==> src/rtl/brle_pkg.sv <==
`default_nettype none

package brle_pkg;

	localparam int unsigned MIN_REPEAT  = 3;
	localparam int unsigned MAX_REPEAT  = 130;
	localparam int unsigned MAX_LITERAL = 128;
	localparam int unsigned STORE_AW    = $clog2(MAX_LITERAL);
	localparam int unsigned OUT_BYTES_DEF = 8;

	typedef enum logic {
		OP_APPEND = 1'b0,
		OP_FLUSH  = 1'b1
	} op_t;

endpackage

`default_nettype wire

==> src/rtl/brle_ram.sv <==
`default_nettype none

module brle_ram #(
	parameter int unsigned WIDTH = 8,
	parameter int unsigned DEPTH = 128
) (
	input  wire logic                     clk,
	input  wire logic                     we,
	input  wire logic [$clog2(DEPTH)-1:0] waddr,
	input  wire logic [WIDTH-1:0]         wdata,
	input  wire logic [$clog2(DEPTH)-1:0] raddr,
	output      logic [WIDTH-1:0]         rdata
);

	logic [WIDTH-1:0] mem [DEPTH];

	always_ff @(posedge clk) begin
		if (we) begin
			mem[waddr] <= wdata;
		end
		rdata <= mem[raddr];
	end

endmodule

`default_nettype wire

==> src/rtl/byte_run_length_encoder_core.sv <==
// Byte run-length encoder.
// Input stream (s_*): one request per byte. s_tuser[0] selects append (0) or
// flush (1); s_tdata[7:0] is the byte, ignored on flush.
// Output stream (m_*): packed words of the emitted run. m_tdata[63:0] holds
// up to OUT_BYTES encoded bytes, first byte in bits 7:0, unused lanes zero;
// m_tdata[67:64] is the valid byte count. m_tlast marks the final word of a run.
// A request that emits nothing leaves s_tready high. A request that emits a run
// of n encoded bytes (header plus payload, 2..129) holds s_tready low until the
// whole run is walked: the emitter walks the run one byte per cycle while the
// output is not stalled, reading the pending bytes from the 128x8 run store
// through its registered read port. The first word is offered once
// min(n, OUT_BYTES) bytes have been collected.
// A stalled m_tready holds the output word and freezes the emitter once its
// next word is complete; no data is dropped.
// Reset clears the run counters and the output valid; the run store needs no
// clearing since it is only read at entries written by the current run.
`default_nettype none

module byte_run_length_encoder_core
	import brle_pkg::*;
#(
	parameter int unsigned OUT_BYTES = OUT_BYTES_DEF
) (
	input  wire logic        clk,
	input  wire logic        arst_n,
	input  wire logic        s_tvalid,
	output      logic        s_tready,
	input  wire logic [7:0]  s_tdata,  // [7:0] data_byte
	input  wire logic [0:0]  s_tuser,  // [0] op
	output      logic        m_tvalid,
	input  wire logic        m_tready,
	output      logic [71:0] m_tdata,  // [63:0] out_word, [67:64] byte_count, [71:68] zero
	output      logic        m_tlast   // run_end
);

	localparam int unsigned LANE_W = (OUT_BYTES > 1) ? $clog2(OUT_BYTES) : 1;

	typedef enum logic {
		ST_IDLE,
		ST_EMIT
	} state_t;

	state_t              state_q;
	logic [7:0]          pend_q;
	logic [1:0]          tail_q;
	logic                rep_q;
	logic [7:0]          last_q;

	logic                em_rep_q;
	logic [7:0]          em_hdr_q;
	logic [7:0]          em_val_q;
	logic [7:0]          em_n_q;
	logic [7:0]          pos_q;
	logic [LANE_W-1:0]   lane_q;
	logic [63:0]         word_q;

	logic                out_valid_q;
	logic [63:0]         out_word_q;
	logic [3:0]          out_cnt_q;
	logic                out_last_q;

	logic                in_acc;
	op_t                 in_op;
	logic [7:0]          in_byte;
	logic [1:0]          tail_inc;

	logic                ram_we;
	logic [STORE_AW-1:0] ram_waddr;
	logic [STORE_AW-1:0] ram_raddr;
	logic [7:0]          ram_rdata;

	logic [7:0]          pend_d;
	logic [1:0]          tail_d;
	logic                rep_d;
	logic                start;
	logic                st_rep;
	logic [7:0]          st_cnt;

	logic                emitting;
	logic [7:0]          cur_byte;
	logic                last_byte;
	logic                complete;
	logic                out_free;
	logic                advance;
	logic [63:0]         word_nx;

	assign in_acc  = s_tvalid && s_tready;
	assign in_op   = op_t'(s_tuser[0]);
	assign in_byte = s_tdata;
	assign s_tready = (state_q == ST_IDLE);

	assign tail_inc = (in_byte == last_q) ? (tail_q + 2'd1) : 2'd1;

	always_comb begin
		ram_we    = 1'b0;
		ram_waddr = pend_q[STORE_AW-1:0];
		pend_d    = pend_q;
		tail_d    = tail_q;
		rep_d     = rep_q;
		start     = 1'b0;
		st_rep    = rep_q;
		st_cnt    = pend_q;
		if (in_acc) begin
			if (in_op == OP_FLUSH) begin
				if (pend_q != 8'd0) begin
					start  = 1'b1;
					pend_d = 8'd0;
					tail_d = 2'd0;
					rep_d  = 1'b0;
				end
			end else if (pend_q == 8'd0) begin
				ram_we    = 1'b1;
				ram_waddr = '0;
				pend_d    = 8'd1;
				tail_d    = 2'd1;
			end else if (rep_q) begin
				if (in_byte == last_q) begin
					if (pend_q + 8'd1 >= 8'(MAX_REPEAT)) begin
						start  = 1'b1;
						st_cnt = 8'(MAX_REPEAT);
						pend_d = 8'd0;
						tail_d = 2'd0;
						rep_d  = 1'b0;
					end else begin
						pend_d = pend_q + 8'd1;
					end
				end else begin
					start     = 1'b1;
					ram_we    = 1'b1;
					ram_waddr = '0;
					pend_d    = 8'd1;
					tail_d    = 2'd1;
					rep_d     = 1'b0;
				end
			end else begin
				if (tail_inc >= 2'(MIN_REPEAT)) begin
					rep_d  = 1'b1;
					pend_d = 8'(MIN_REPEAT);
					tail_d = 2'd0;
					// earlier two copies leave the literal run
					if (pend_q != 8'(MIN_REPEAT - 1)) begin
						start  = 1'b1;
						st_rep = 1'b0;
						st_cnt = pend_q - 8'(MIN_REPEAT - 1);
					end else begin
						tail_d = tail_inc;
					end
				end else begin
					ram_we = 1'b1;
					tail_d = tail_inc;
					if (pend_q + 8'd1 >= 8'(MAX_LITERAL)) begin
						start  = 1'b1;
						st_cnt = 8'(MAX_LITERAL);
						pend_d = 8'd0;
						tail_d = 2'd0;
					end else begin
						pend_d = pend_q + 8'd1;
					end
				end
			end
		end
	end

	assign emitting  = (state_q == ST_EMIT);
	assign last_byte = (pos_q == em_n_q - 8'd1);
	assign complete  = last_byte || (lane_q == LANE_W'(OUT_BYTES - 1));
	assign out_free  = !out_valid_q || m_tready;
	assign advance   = emitting && (!complete || out_free);

	always_comb begin
		if (pos_q == 8'd0) begin
			cur_byte = em_hdr_q;
		end else if (em_rep_q) begin
			cur_byte = em_val_q;
		end else begin
			cur_byte = ram_rdata;
		end
	end

	assign word_nx   = word_q | ({56'd0, cur_byte} << {lane_q, 3'b000});
	assign ram_raddr = advance ? pos_q[STORE_AW-1:0] :
		(pos_q[STORE_AW-1:0] - STORE_AW'(1));

	brle_ram #(
		.WIDTH(8),
		.DEPTH(MAX_LITERAL)
	) u_store (
		.clk  (clk),
		.we   (ram_we),
		.waddr(ram_waddr),
		.wdata(in_byte),
		.raddr(ram_raddr),
		.rdata(ram_rdata)
	);

	always_ff @(posedge clk or negedge arst_n) begin
		if (!arst_n) begin
			state_q     <= ST_IDLE;
			pend_q      <= '0;
			tail_q      <= '0;
			rep_q       <= 1'b0;
			last_q      <= '0;
			em_rep_q    <= 1'b0;
			em_hdr_q    <= '0;
			em_val_q    <= '0;
			em_n_q      <= '0;
			pos_q       <= '0;
			lane_q      <= '0;
			word_q      <= '0;
			out_valid_q <= 1'b0;
			out_word_q  <= '0;
			out_cnt_q   <= '0;
			out_last_q  <= 1'b0;
		end else begin
			pend_q <= pend_d;
			tail_q <= tail_d;
			rep_q  <= rep_d;
			if (in_acc && in_op == OP_APPEND) begin
				last_q <= in_byte;
			end

			if (advance && complete) begin
				out_valid_q <= 1'b1;
				out_word_q  <= word_nx;
				out_cnt_q   <= 4'(lane_q) + 4'd1;
				out_last_q  <= last_byte;
			end else if (m_tready) begin
				out_valid_q <= 1'b0;
			end

			case (state_q)
				ST_IDLE: begin
					if (start) begin
						state_q  <= ST_EMIT;
						em_rep_q <= st_rep;
						em_hdr_q <= st_rep ? (st_cnt - 8'(MIN_REPEAT)) : (~st_cnt + 8'd1);
						em_val_q <= last_q;
						em_n_q   <= st_rep ? 8'd2 : (st_cnt + 8'd1);
						pos_q    <= '0;
						lane_q   <= '0;
						word_q   <= '0;
					end
				end
				ST_EMIT: begin
					if (advance) begin
						pos_q <= pos_q + 8'd1;
						if (complete) begin
							word_q <= '0;
							lane_q <= '0;
						end else begin
							word_q <= word_nx;
							lane_q <= lane_q + LANE_W'(1);
						end
						if (last_byte) begin
							state_q <= ST_IDLE;
						end
					end
				end
				default: begin
					state_q <= ST_IDLE;
				end
			endcase
		end
	end

	assign m_tvalid = out_valid_q;
	assign m_tdata  = {4'd0, out_cnt_q, out_word_q};
	assign m_tlast  = out_last_q;

`ifndef SYNTH
	a_repeat_len: assert property (@(posedge clk) disable iff (!arst_n)
		rep_q |-> (pend_q >= 8'(MIN_REPEAT) && pend_q < 8'(MAX_REPEAT)))
		else $error("repeat run length out of range");

	a_literal_len: assert property (@(posedge clk) disable iff (!arst_n)
		!rep_q |-> (pend_q < 8'(MAX_LITERAL)))
		else $error("literal run overflow");

	a_emit_pos: assert property (@(posedge clk) disable iff (!arst_n)
		emitting |-> (em_n_q >= 8'd2 && pos_q < em_n_q))
		else $error("emitter position past run end");

	a_full_words: assert property (@(posedge clk) disable iff (!arst_n)
		(m_tvalid && !m_tlast) |-> (m_tdata[67:64] == 4'(OUT_BYTES)))
		else $error("partial word before end of run");

	a_emit_done: assert property (@(posedge clk) disable iff (!arst_n)
		(advance && last_byte) |=> (m_tvalid && m_tlast && state_q == ST_IDLE))
		else $error("run end word not presented");
`endif

endmodule

`default_nettype wire
==> config.mk <==
export PLATFORM = sky130hd
export DESIGN_NAME = byte_run_length_encoder_core
export DESIGN_NICKNAME = d
export VERILOG_FILES = /design/src/rtl/brle_pkg.sv /design/src/rtl/brle_ram.sv /design/src/rtl/byte_run_length_encoder_core.sv
export SDC_FILE = /design/constraint.sdc
export NUM_CORES = 1
export LEC_CHECK = 0
export ABC_AREA = 1
export BUFFER_PORTS_ARGS = -buffer_cell sky130_fd_sc_hd__clkbuf_2
export CAP_MARGIN = 20
export CORE_AREA = 2 2 342 344
export DETAILED_ROUTE_END_ITERATION = 10
export DIE_AREA = 0 0 344 346
export PLACE_DENSITY = 0.59
export SYNTH_ARGS = -nofsm -noshare
export SYNTH_HDL_FRONTEND = slang
export SYNTH_SLANG_ARGS = --single-unit
==> constraint.sdc <==
create_clock -name clk -period 8.2 [get_ports clk]
set_input_delay 2.05 -clock clk [delete_from_list [all_inputs] [get_ports clk]]
set_output_delay 2.05 -clock clk [all_outputs]
set_load 0.005 [all_outputs]
# Word-level counts from Yosys, hierarchy flattened

Memory sizes are Yosys's and may differ from the RTL's. A register that Yosys moved wholly into a read port is not among the register bits.
Index checks and enable logic that the tools add are counted.
W data, S select, Z words.

Mux-type cells: 83
Add/sub/neg operators: 11
Reductions and logical operators: 18
Magnitude comparators: 3
Bitwise gates (word level): 4
Equal/unequal tests: 9
Shifts and indexed selects: 1

Operators with widths:

| operator              | number |
|---|---|
| $mux W64              | 3 |
| $mux W8               | 23 |
| $pmux W64 S2          | 1 |
| $or A64 B64 Y64       | 1 |
| $shl A8 B6 Y64        | 1 |
| $mux W7               | 6 |
| $mux W1               | 34 |
| $add A8 B1 Y8 const B | 4 |
| $mux W2               | 10 |
| $eq A8 B8 Y1          | 2 |
| $ge A8 B8 Y1 const B  | 2 |
| $logic_not A8 Y1      | 2 |
| $pmux W8 S2           | 1 |
| $sub A8 B2 Y8 const B | 2 |
| $mux W3               | 3 |
| $ne A8 B2 Y1 const B  | 1 |
| $not A8 Y8            | 1 |
| $reduce_bool A8 Y1    | 1 |
| $sub A8 B1 Y8 const B | 1 |
| $sub A7 B1 Y7 const B | 1 |
| $ne A2 B1 Y1 const B  | 3 |
| $pmux W3 S2           | 1 |
| $reduce_and A2 Y1     | 3 |
| $reduce_and A3 Y1     | 2 |
| other kinds (13)      | 20 |

Register bits: 190
Memories: 1
Logic and storage cells: 146
RAM bits: 1024
Bits of input ports: 13

Memories:

| name        | words | bits a word | rd ports | clocked after memory_dff | write ports | RTL line       | source |
|---|---|---|---|---|---|---|---|
| u_store.mem | 128   | 8           | 1        | 1                        | 1           | brle_ram.sv:15 | `logic [WIDTH-1:0] mem [DEPTH];` |

# Depth between registers and ports, before layout

Gate-level depths: netlist (run 1).

Word-level depth: 11
Gate-level depth with buffers: 26
Gate-level depth less buffers: 24

# Hierarchy

From an unflattened synthesis (run 1), not the netlist that was laid out.

Cells, all modules: 4840
Area, all modules: 52407.8 um^2

Modules (own cells, without submodules):

| module                       | sequential area each (um^2) | cells each | area each (um^2) | instances |
|---|---|---|---|---|
| brle_ram                     | 30909.6                     | 3575       | 42104.1          | 1 |
| byte_run_length_encoder_core | 4754.6                      | 1265       | 10303.6          | 1 |

# Least setup slack after synthesis (run 1)

OpenSTA, ideal clock, no wires.

Path type: input to register
Start point: in s_tdata[1]
End point: mem u_store.mem[91][0], enable pin
Data arrival time: 4.123 ns
Required time: 7.805 ns
Setup slack: 3.683 ns
Cell stages on the path: 13
Buffers on the path: 0
Cells stage by stage: inv_1 > nand2_1 > nand2_1 > nand3_1 > nor2_1 > nand2_1 > a21oi_1 > nor2_1 > inv_1 > nand2_1 > nor2_1 > nand2_1 > nor4_1

Longest elaborated chain between the ends: 10
Elaborated cells between the ends (all ways): 16
Those cells by class: order compare (1); eq/ne (1); mux (14)

Ends and longest elaborated chain:

| item                          | RTL line                                                                | source |
|---|---|---|
| start: declaration            | byte_run_length_encoder_core.sv:28                                      | `input wire logic [7:0] s_tdata,` |
| $eq A8 B8 Y1 (*)              | byte_run_length_encoder_core.sv:92, byte_run_length_encoder_core.sv:117 |  |
| $mux W2                       | byte_run_length_encoder_core.sv:92                                      | `assign tail_inc = (in_byte == last_q) ? (tail_q + 2'd1) : 2'd1;` |
| $ge A2 B2 Y1                  | byte_run_length_encoder_core.sv:136                                     | `if (tail_inc >= 2'(MIN_REPEAT)) begin` |
| $mux W1                       | byte_run_length_encoder_core.sv:136                                     |  |
| $mux W1                       | byte_run_length_encoder_core.sv:116                                     | `end else if (rep_q) begin` |
| $mux W1                       | byte_run_length_encoder_core.sv:111                                     | `end else if (pend_q == 8'd0) begin` |
| $mux W1                       | byte_run_length_encoder_core.sv:104                                     | `if (in_op == OP_FLUSH) begin` |
| $mux W1                       | byte_run_length_encoder_core.sv:103                                     | `if (in_acc) begin` |
| $mux W1                       | brle_ram.sv:18                                                          | `if (we) begin` |
| $mux W1 (not written as such) | brle_ram.sv:19                                                          | `mem[waddr] <= wdata;` |
| end: declaration              | brle_ram.sv:15                                                          |  |

Every way passes the cells marked *; elsewhere a longest branch is shown, timed or not.

# Worst setup path in the final report (run 1)

Start point: in s_tdata[3]
End point: mem u_store.mem[42][7], enable pin

Same word-level chain as after synthesis.

==> results_dict.tcl, run 1 <==
set metrics [dict create \
    rsz0062_at_grt "false" \
    antenna_found_initial 1 \
    ant_nets 0 \
    core_area_um2 115000 \
    post_cts_buffers 0 \
    clock-sinks 1222 \
    fp.dieW_um 344 \
    path_delay_family "simple AND/OR/NAND/NOR gates" \
    synthArstFlopShare_pct 15.5 \
    h-tree-depth 4 \
    rows 125 \
    dpl_cell_area_um2 56800 \
    final_core_util_pct 52.9 \
    synth_adder_area_share_pct 0.363 \
    slowest_stage "nor3_1" \
    critPathLaunchType "primary input" \
    synth_compound_area_share_pct 2.99 \
    power_w 0.0227 \
    final.setup.tns_ns 0 \
    min_path_cells 2 \
    synth_seq_cells 1222 \
    first_pass_iters 5 \
    crit_chain "buf_6 > xnor2_1 > nand2_1 > nor2_1 > nand2_1 > a21oi_1 > nor2_1 > nor3_1 > nand2_1 > nor2_1" \
    io_pins 88 \
    gp_congestion 0.879 \
    drv_slew 0 \
    overflow 0 \
    synthSimpleGateAreaFrac_pct 21.2 \
    cts_hold_buf 0 \
    syn_area_um2 55100 \
    cp_slowest_stage_delay_ns 0.98 \
    dieArea_um2 119000 \
    path_clk_slew_ns 0.06 \
    area_delta_synth_final_pct 10.8 \
    netlist_instances 5685 \
    hp-class "flip-flop to flip-flop" \
    dp_hpwl_um 87300 \
    portBuffers 83 \
    cts-resized-gates 0 \
    die_h_um 346 \
    end_kind "flip-flop" \
    placed_cells 7062 \
    final.setup_skew_ns 0.0358 \
    fin_nets 5706 \
    leakage_nw 26.2 \
    syn_area_per_cell_um2 9.69 \
    synth-main-ff-cell "edfxtp_1" \
    ir_drop_mv 0.685 \
    avgRoutedWirePerCell_um 20.4 \
    worst_pin_slew_ns 1.25 \
    cts-buffers-inserted 134 \
    hold_viol 0 \
    drc 0 \
    via_count 38506 \
    worstReg2RegEnd "u_store.rdata[4]" \
    reg2regPathDepth 23 \
    yosysSeqAreaShare_pct 64.7 \
    fin_cells 7302 \
    clock_latency_ns 0.76 \
    first_iter_violations 3953 \
    yosys_warnings 0 \
    cts_tree "built" \
    via_per_inst 5.27 \
    cp_max_fo 71 \
    r2r-start "em_n_q[0]" \
    synthXorXnorAreaFrac_pct 0.459 \
    fmax_ghz 0.185 \
    synth_edf_count 1024 \
    synth_mux_area_share_pct 0.145 \
    clockBufferDepth 3 \
    holdPathEnd "em_hdr_q[0]" \
    max_cap_viol_count 0 \
    start_util_pct 47.7 \
    cp.arrival_ns 5.78 \
    crit_buf_inv 1 \
    slew_headroom_pct 16.1 \
    grt_max_degree 161 \
    outcome "complete, no violations" \
    synth_top_family_by_area "simple AND/OR/NAND/NOR gates" \
    min_period_ns 5.42 \
    p_per_area_nw_per_um2 372 \
    cts_root_buffer "clkbuf_16" \
    finish.instance_area_um2 61100 \
    synth.distinct_cells 48 \
    grt_pass1_wl_um 226000 \
    fill_cells 10400 \
    grt_pass1_vias 36762 \
    crit_type "primary input to flip-flop" \
    min_from "em_hdr_q[0]" \
    rrSetupSlack_ns 3.34 \
    totalWireLength_um 149000 \
    period_share_pct 66.1 \
    grtUsageTotal_pct 25.2 \
    n_antenna_cell 0 \
    setup_viol_count_final 0 \
    final_layout_size_suffix_gt1_share_pct 6.33 \
    required_ns 8.56 \
]
## per-stage QoR
step | hold slack, ns | setup WS, ns
after floorplan | 0.442 | 3.68
after global placement | 0.459 | 1.14
after detailed placement | 0.460 | 2.13
after CTS | 0.475 | 2.90
after global routing | 0.501 | 2.70
final | 0.478 | 2.78
## registers in the layout, indices dropped and copies added, names as in the netlist, 4 cells and up
name,count
em_val_q,8
em_hdr_q,8
word_q,64
u_store.mem,1024
out_cnt_q,4
out_word_q,64
pend_q,8
u_store.rdata,8
last_q,8
pos_q,8
em_n_q,8
## power breakdown
group / total (W) / leakage [nW] / switching [W] / internal [W]
Combinational: 0.00941 / 12.3 / 0.00685 / 0.00256
Clock: 0.00593 / 2.08 / 0.00246 / 0.00347
Sequential: 0.00739 / 11.8 / 0.000291 / 0.00710
Total: 0.0227 / 26.2 / 0.00960 / 0.0131
## Yosys cell counts (all sizes together), types with 17 or more instances
cell type | number | share of area (%)
o21ai | 144 | 1.3
o21bai | 35 | 0.48
o22ai | 20 | 0.23
clkbuf | 82 | 0.56
inv | 1100 | 7.5
nor2 | 196 | 1.3
nand2 | 1388 | 9.5
xor2 | 17 | 0.28
a21oi | 77 | 0.71
edfxtp | 1024 | 56
buf | 212 | 2.0
nand3 | 1097 | 10
dfrtp | 190 | 8.6
## placed cells by master (no fill, tap or decap), types with 6 or more instances in the layout
cell	count
clkbuf_16	136
clkbuf_1	36
o22ai_1	20
xor2_1	14
clkinv_1	21
buf_6	9
o21bai_1	35
nand2_1	1381
ha_1	16
edfxtp_1	1024
inv_6	7
nor2_1	194
mux2i_1	8
xnor2_1	11
nor3_1	11
dfrtp_1	190
dfxtp_1	8
clkinv_2	14
buf_4	53
inv_1	1093
o211ai_1	6
bufinv_16	10
o21ai_0	137
nand4_1	12
a21oi_1	76
nand3_1	1094
buf_12	8
inv_2	6
clkbuf_8	12
clkbuf_2	74
## layer usage
layer,part of all wire [%],vias up,GRT usage (%)
li1,-,18384,-
met1,43,18465,35.5
met2,46,1391,39.6
met3,7.5,264,4.46
met4,2.9,2,7.76
met5,0.037,-,0.327
## how the worst max path moves through the flow
stage | slack [ns] | depth (start not counted) | start | endpoint
6_report | 2.78 | 10 | s_tdata[3] | u_store.mem[42][7]
5_1_grt | 2.70 | 10 | s_tdata[3] | u_store.mem[42][7]
4_1_cts | 2.90 | 10 | s_tdata[3] | u_store.mem[42][7]
3_5_place_dp | 2.13 | 10 | s_tdata[3] | u_store.mem[42][7]
3_3_place_gp | 1.14 | 11 | s_tdata[6] | u_store.mem[42][7]
2_1_floorplan | 3.68 | 13 | s_tdata[1] | u_store.mem[91][0]
## worst reg2reg max path: stages (launching register included)
cell and delay [ns]:
dfrtp_1 0.39, inv_1 0.14, ha_1 0.24, nand2_1 0.11, nor2_1 0.09, nand2_1 0.05, nand2_1 0.06, nand3_1 0.07
nor2_1 0.11, nand2_1 0.12, nand3_2 0.18, nand3_2 0.51, nand2_8 0.83, buf_12 0.49, buf_4 0.40, nand2_1 0.09
nand3_1 0.07, nand3_1 0.09, nand3_1 0.15, nand3_1 0.24, nand3_1 0.16, nand2_1 0.07, nand2_1 0.07, nand2_1 0.05
## area by class of cell
cell class	count	area [um^2]	area share, %
flip-flops and latches	1222	35700	58.4
multi-input cells	3066	14000	22.9
inverters	1106	4150	6.80
clock buffers	183	3690	6.04
well taps	1524	1910	3.12
repair buffers	147	1080	1.77
clock inverters	54	587	0.961
## cell families after synthesis
kind of cell	after synthesis
multiplexers	8
AND/OR/NAND/NOR	2716
XOR/XNOR	28
flip-flops	1222
adder cells (fa/ha/maj)	16
buffers and inverters	1400
other	1
AO/OA/AOI/OAI	294
Power figures use the tool's default switching activity.
==> inputs of run 2 (changes only) <==
--- a/config.mk
+++ b/config.mk
@@ -5,12 +5,12 @@
 export SDC_FILE = /design/constraint.sdc
 export NUM_CORES = 1
 export LEC_CHECK = 0
-export ABC_AREA = 1
+export ABC_AREA = 0
 export BUFFER_PORTS_ARGS = -buffer_cell sky130_fd_sc_hd__clkbuf_2
 export CAP_MARGIN = 20
-export CORE_AREA = 2 2 342 344
+export CORE_AREA = 2 2 327 329
 export DETAILED_ROUTE_END_ITERATION = 10
-export DIE_AREA = 0 0 344 346
+export DIE_AREA = 0 0 329 331
 export PLACE_DENSITY = 0.59
 export SYNTH_ARGS = -nofsm -noshare
 export SYNTH_HDL_FRONTEND = slang
==> constraint.sdc (replaced) <==
create_clock -name clk -period 5.1 [get_ports clk]
set_input_delay 1.275 -clock clk [delete_from_list [all_inputs] [get_ports clk]]
set_output_delay 1.275 -clock clk [all_outputs]
set_load 0.005 [all_outputs]
==> run 2 against run 1 <==
Core utilization is 2.0 points higher. Sequential cell count unchanged. Die area is 8.5% lower. Critical path depth up 2. Synthesized area is 8.9% lower. Final area shrank 5.6%. Combinational power is 29% higher. Total power up 45%. Non-clock buffer count rose by 209. Synthesized cell count fell by 35%. Critical endpoint is now u_store.rdata[5]. Largest cell class unchanged. Largest power group unchanged. Highest routed layer unchanged.
==> results_dict.tcl, run 2 <==
set metrics [dict create \
    outcome "complete, no violations" \
    fin_nets 3938 \
    synth-main-ff-cell "edfxtp_1" \
    holdPathEnd "out_word_q[18]" \
    critPathLaunchType "flip-flop" \
    start_util_pct 47.8 \
    path_clk_slew_ns 0.06 \
    yosys-top-cells-count "1024 x edfxtp_1, 554 x nand2_1, 225 x nor2_1, 190 x dfrtp_1, 184 x mux2i_1" \
    p_per_area_nw_per_um2 570 \
    cts_root_buffer "clkbuf_16" \
    portBuffers 83 \
    final.setup_skew_ns 0.0246 \
    core_area_um2 105000 \
    netlist_instances 3674 \
    max_cap_viol_count 0 \
    cp.arrival_ns 5.52 \
    grt_pass1_wl_um 213000 \
    clock-sinks 1222 \
    antenna_found_initial 3 \
    grt_max_degree 127 \
    rsz0062_at_grt "false" \
    synth_most_common_cell "edfxtp_1" \
    slew_headroom_pct 30.4 \
    final_layout_size_suffix_gt1_share_pct 14.9 \
    first_pass_iters 8 \
    cts_hold_buf 0 \
    fp.dieW_um 329 \
    final.setup.tns_ns 0 \
    path_delay_family "compound AO/OA/AOI/OAI gates" \
    worstReg2RegEnd "u_store.rdata[5]" \
    clock_latency_ns 0.72 \
    crit_type "flip-flop to flip-flop" \
    via_count 32999 \
    leakage_nw 20.3 \
    gp_congestion 0.928 \
    clockBufferDepth 3 \
    fill_cells 8661 \
    setup_viol_count_final 0 \
    die_h_um 331 \
    syn_area_um2 50200 \
    hp-class "flip-flop to flip-flop" \
    via_per_inst 6.10 \
    crit_top_cell "or4_1" \
    cp_slowest_stage_delay_ns 0.73 \
    power_w 0.0329 \
    syn_area_per_cell_um2 13.7 \
    synth_adder_area_share_pct 0.399 \
    multi_input_area_um2 13500 \
    first_iter_violations 4345 \
    io_pins 88 \
    drc 0 \
    synth.distinct_cells 81 \
    end_kind "flip-flop" \
    required_ns 5.68 \
    h-tree-depth 3 \
    min_from "out_word_q[18]" \
    min_path_cells 2 \
    area_delta_synth_final_pct 14.9 \
    cp_max_fo 15 \
    grt_pass1_vias 31092 \
    synth_compound_area_share_pct 12.5 \
    top_register "u_store.mem" \
    synthTopCellsByArea "edfxtp_1 61%, dfrtp_1 9.5%, nand2_1 4.1%" \
    synthArstFlopShare_pct 15.5 \
    slowest_stage "a32oi_4" \
    hold_viol 0 \
    rows 119 \
    r2r-start "em_n_q[0]" \
    ant_nets 0 \
    ir_drop_mv 0.393 \
    dieArea_um2 109000 \
    synthXorXnorAreaFrac_pct 0.680 \
    yosys_warnings 0 \
    final_common_cell "edfxtp_1" \
    seq_area_um2 35700 \
    synth_seq_cells 1222 \
    worst_pin_slew_ns 1.04 \
    final_cell_mix "1024 x edfxtp_1, 552 x nand2_1, 261 x buf_4, 221 x nor2_1, 189 x dfrtp_1" \
    cts_tree "built" \
    rrSetupSlack_ns 0.16 \
    synth_top_area_cell "edfxtp_1" \
    synth_top_family_by_area "compound AO/OA/AOI/OAI gates" \
    min_period_ns 4.94 \
    overflow 0 \
    crit_buf_inv 1 \
    crit_chain "or4_1 > or4_1 > nand3_1 > a31oi_1 > o21ai_1 > a21oi_1 > a32oi_4 > buf_4 > a311oi_1 > nor4_1 > o211a_1 > o2111ai_1" \
    synth_mux_area_share_pct 4.36 \
    totalWireLength_um 147000 \
    yosysSeqAreaShare_pct 71.0 \
    fmax_ghz 0.202 \
    period_share_pct 96.9 \
    grtUsageTotal_pct 26.6 \
    dp_hpwl_um 94200 \
    largest_reg_flops 1024 \
    cts-buffers-inserted 121 \
    n_antenna_cell 0 \
    drv_slew 0 \
    reg2regPathDepth 12 \
    synth.top_cell.area_share_pct 61.3 \
    avgRoutedWirePerCell_um 27.1 \
    biggestRegsByFlops "u_store.mem (1024), out_word_q (64), word_q (64)" \
    synth_edf_count 1024 \
    synthSimpleGateAreaFrac_pct 8.70 \
]
[run 2: worst max-delay path by stage]
| stage | to | cells after the start | start | slack (ns) |
|---|---|---|---|---|
| final | u_store.rdata[5] | 12 | em_n_q[0] | 0.16 |
| after global routing | u_store.rdata[7] | 12 | em_n_q[0] | 0.01 |
| after CTS | u_store.rdata[4] | 12 | em_n_q[0] | 0.13 |
| after detailed placement | u_store.rdata[0] | 12 | m_tready | 0.15 |
| after global placement | u_store.rdata[4] | 14 | em_n_q[0] | 0.01 |
| after floorplan | u_store.mem[87][0] | 9 | s_tdata[4] | 0.95 |
[run 2: logic make-up after synthesis]
| logic type | after synthesis |
|---|---|
| xor+xnor | 39 |
| mux | 215 |
| compound gates | 891 |
| flops | 1222 |
| fa+ha+maj | 16 |
| buf+inv | 275 |
| other cells | 1 |
| simple gates | 1015 |
[run 2: what timing repair did]
action,CTS,global route
buffers inserted,0,0
setup endpoints to repair,0,1
resized for setup,0,1
hold endpoints to repair,0,0
[run 2: layout make-up]
class                   count  share of cell area (%)
repair buffers            356                    4.76
multi-input cells        2180                    23.3
inverters                  28                   0.182
clock buffers             155                    5.58
clock inverters            74                    1.28
well taps                1391                    3.02
flip-flops and latches   1222                    61.8
[run 2: routing by layer]
| layer | wire, um | share of wire, % | vias to the layer above | global-route usage [%] |
|---|---|---|---|---|
| met2 | 66400 | 45 | 1553 | 40.4 |
| met5 | 13 | 0.0089 | - | 0 |
| met1 | 62900 | 43 | 16515 | 39.2 |
| met4 | 3960 | 2.7 | 2 | 7.90 |
| li1 | - | - | 14699 | - |
| met3 | 13300 | 9.0 | 230 | 4.89 |
[run 2: power by group]
part,switching (W),leakage [nW],total (W),internal (W)
clock network,0.00381,1.94,0.00892,0.00511
registers,0.000488,11.8,0.0119,0.0114
logic,0.00807,6.55,0.0121,0.00399
[run 2: per-stage QoR]
stage               instances  setup slack (ns)  instance area (um^2)  hold slack [ns]  util, %
floorplan                3677             0.955                 50200            0.446        -
global placement         5176            0.0135                 53700            0.461     51.2
detailed placement       5177             0.146                 53700            0.463     51.2
CTS                      5406             0.134                 57700            0.479     54.9
global route             5406            0.0134                 57700            0.499     54.9
finish                   5406             0.159                 57700            0.476     54.9
[run 2: worst min-delay path, cell delays in order (launching register included)]
cell	delay (ns)
dfrtp_1	0.34
nand2_1	0.05
o21ai_0	0.06
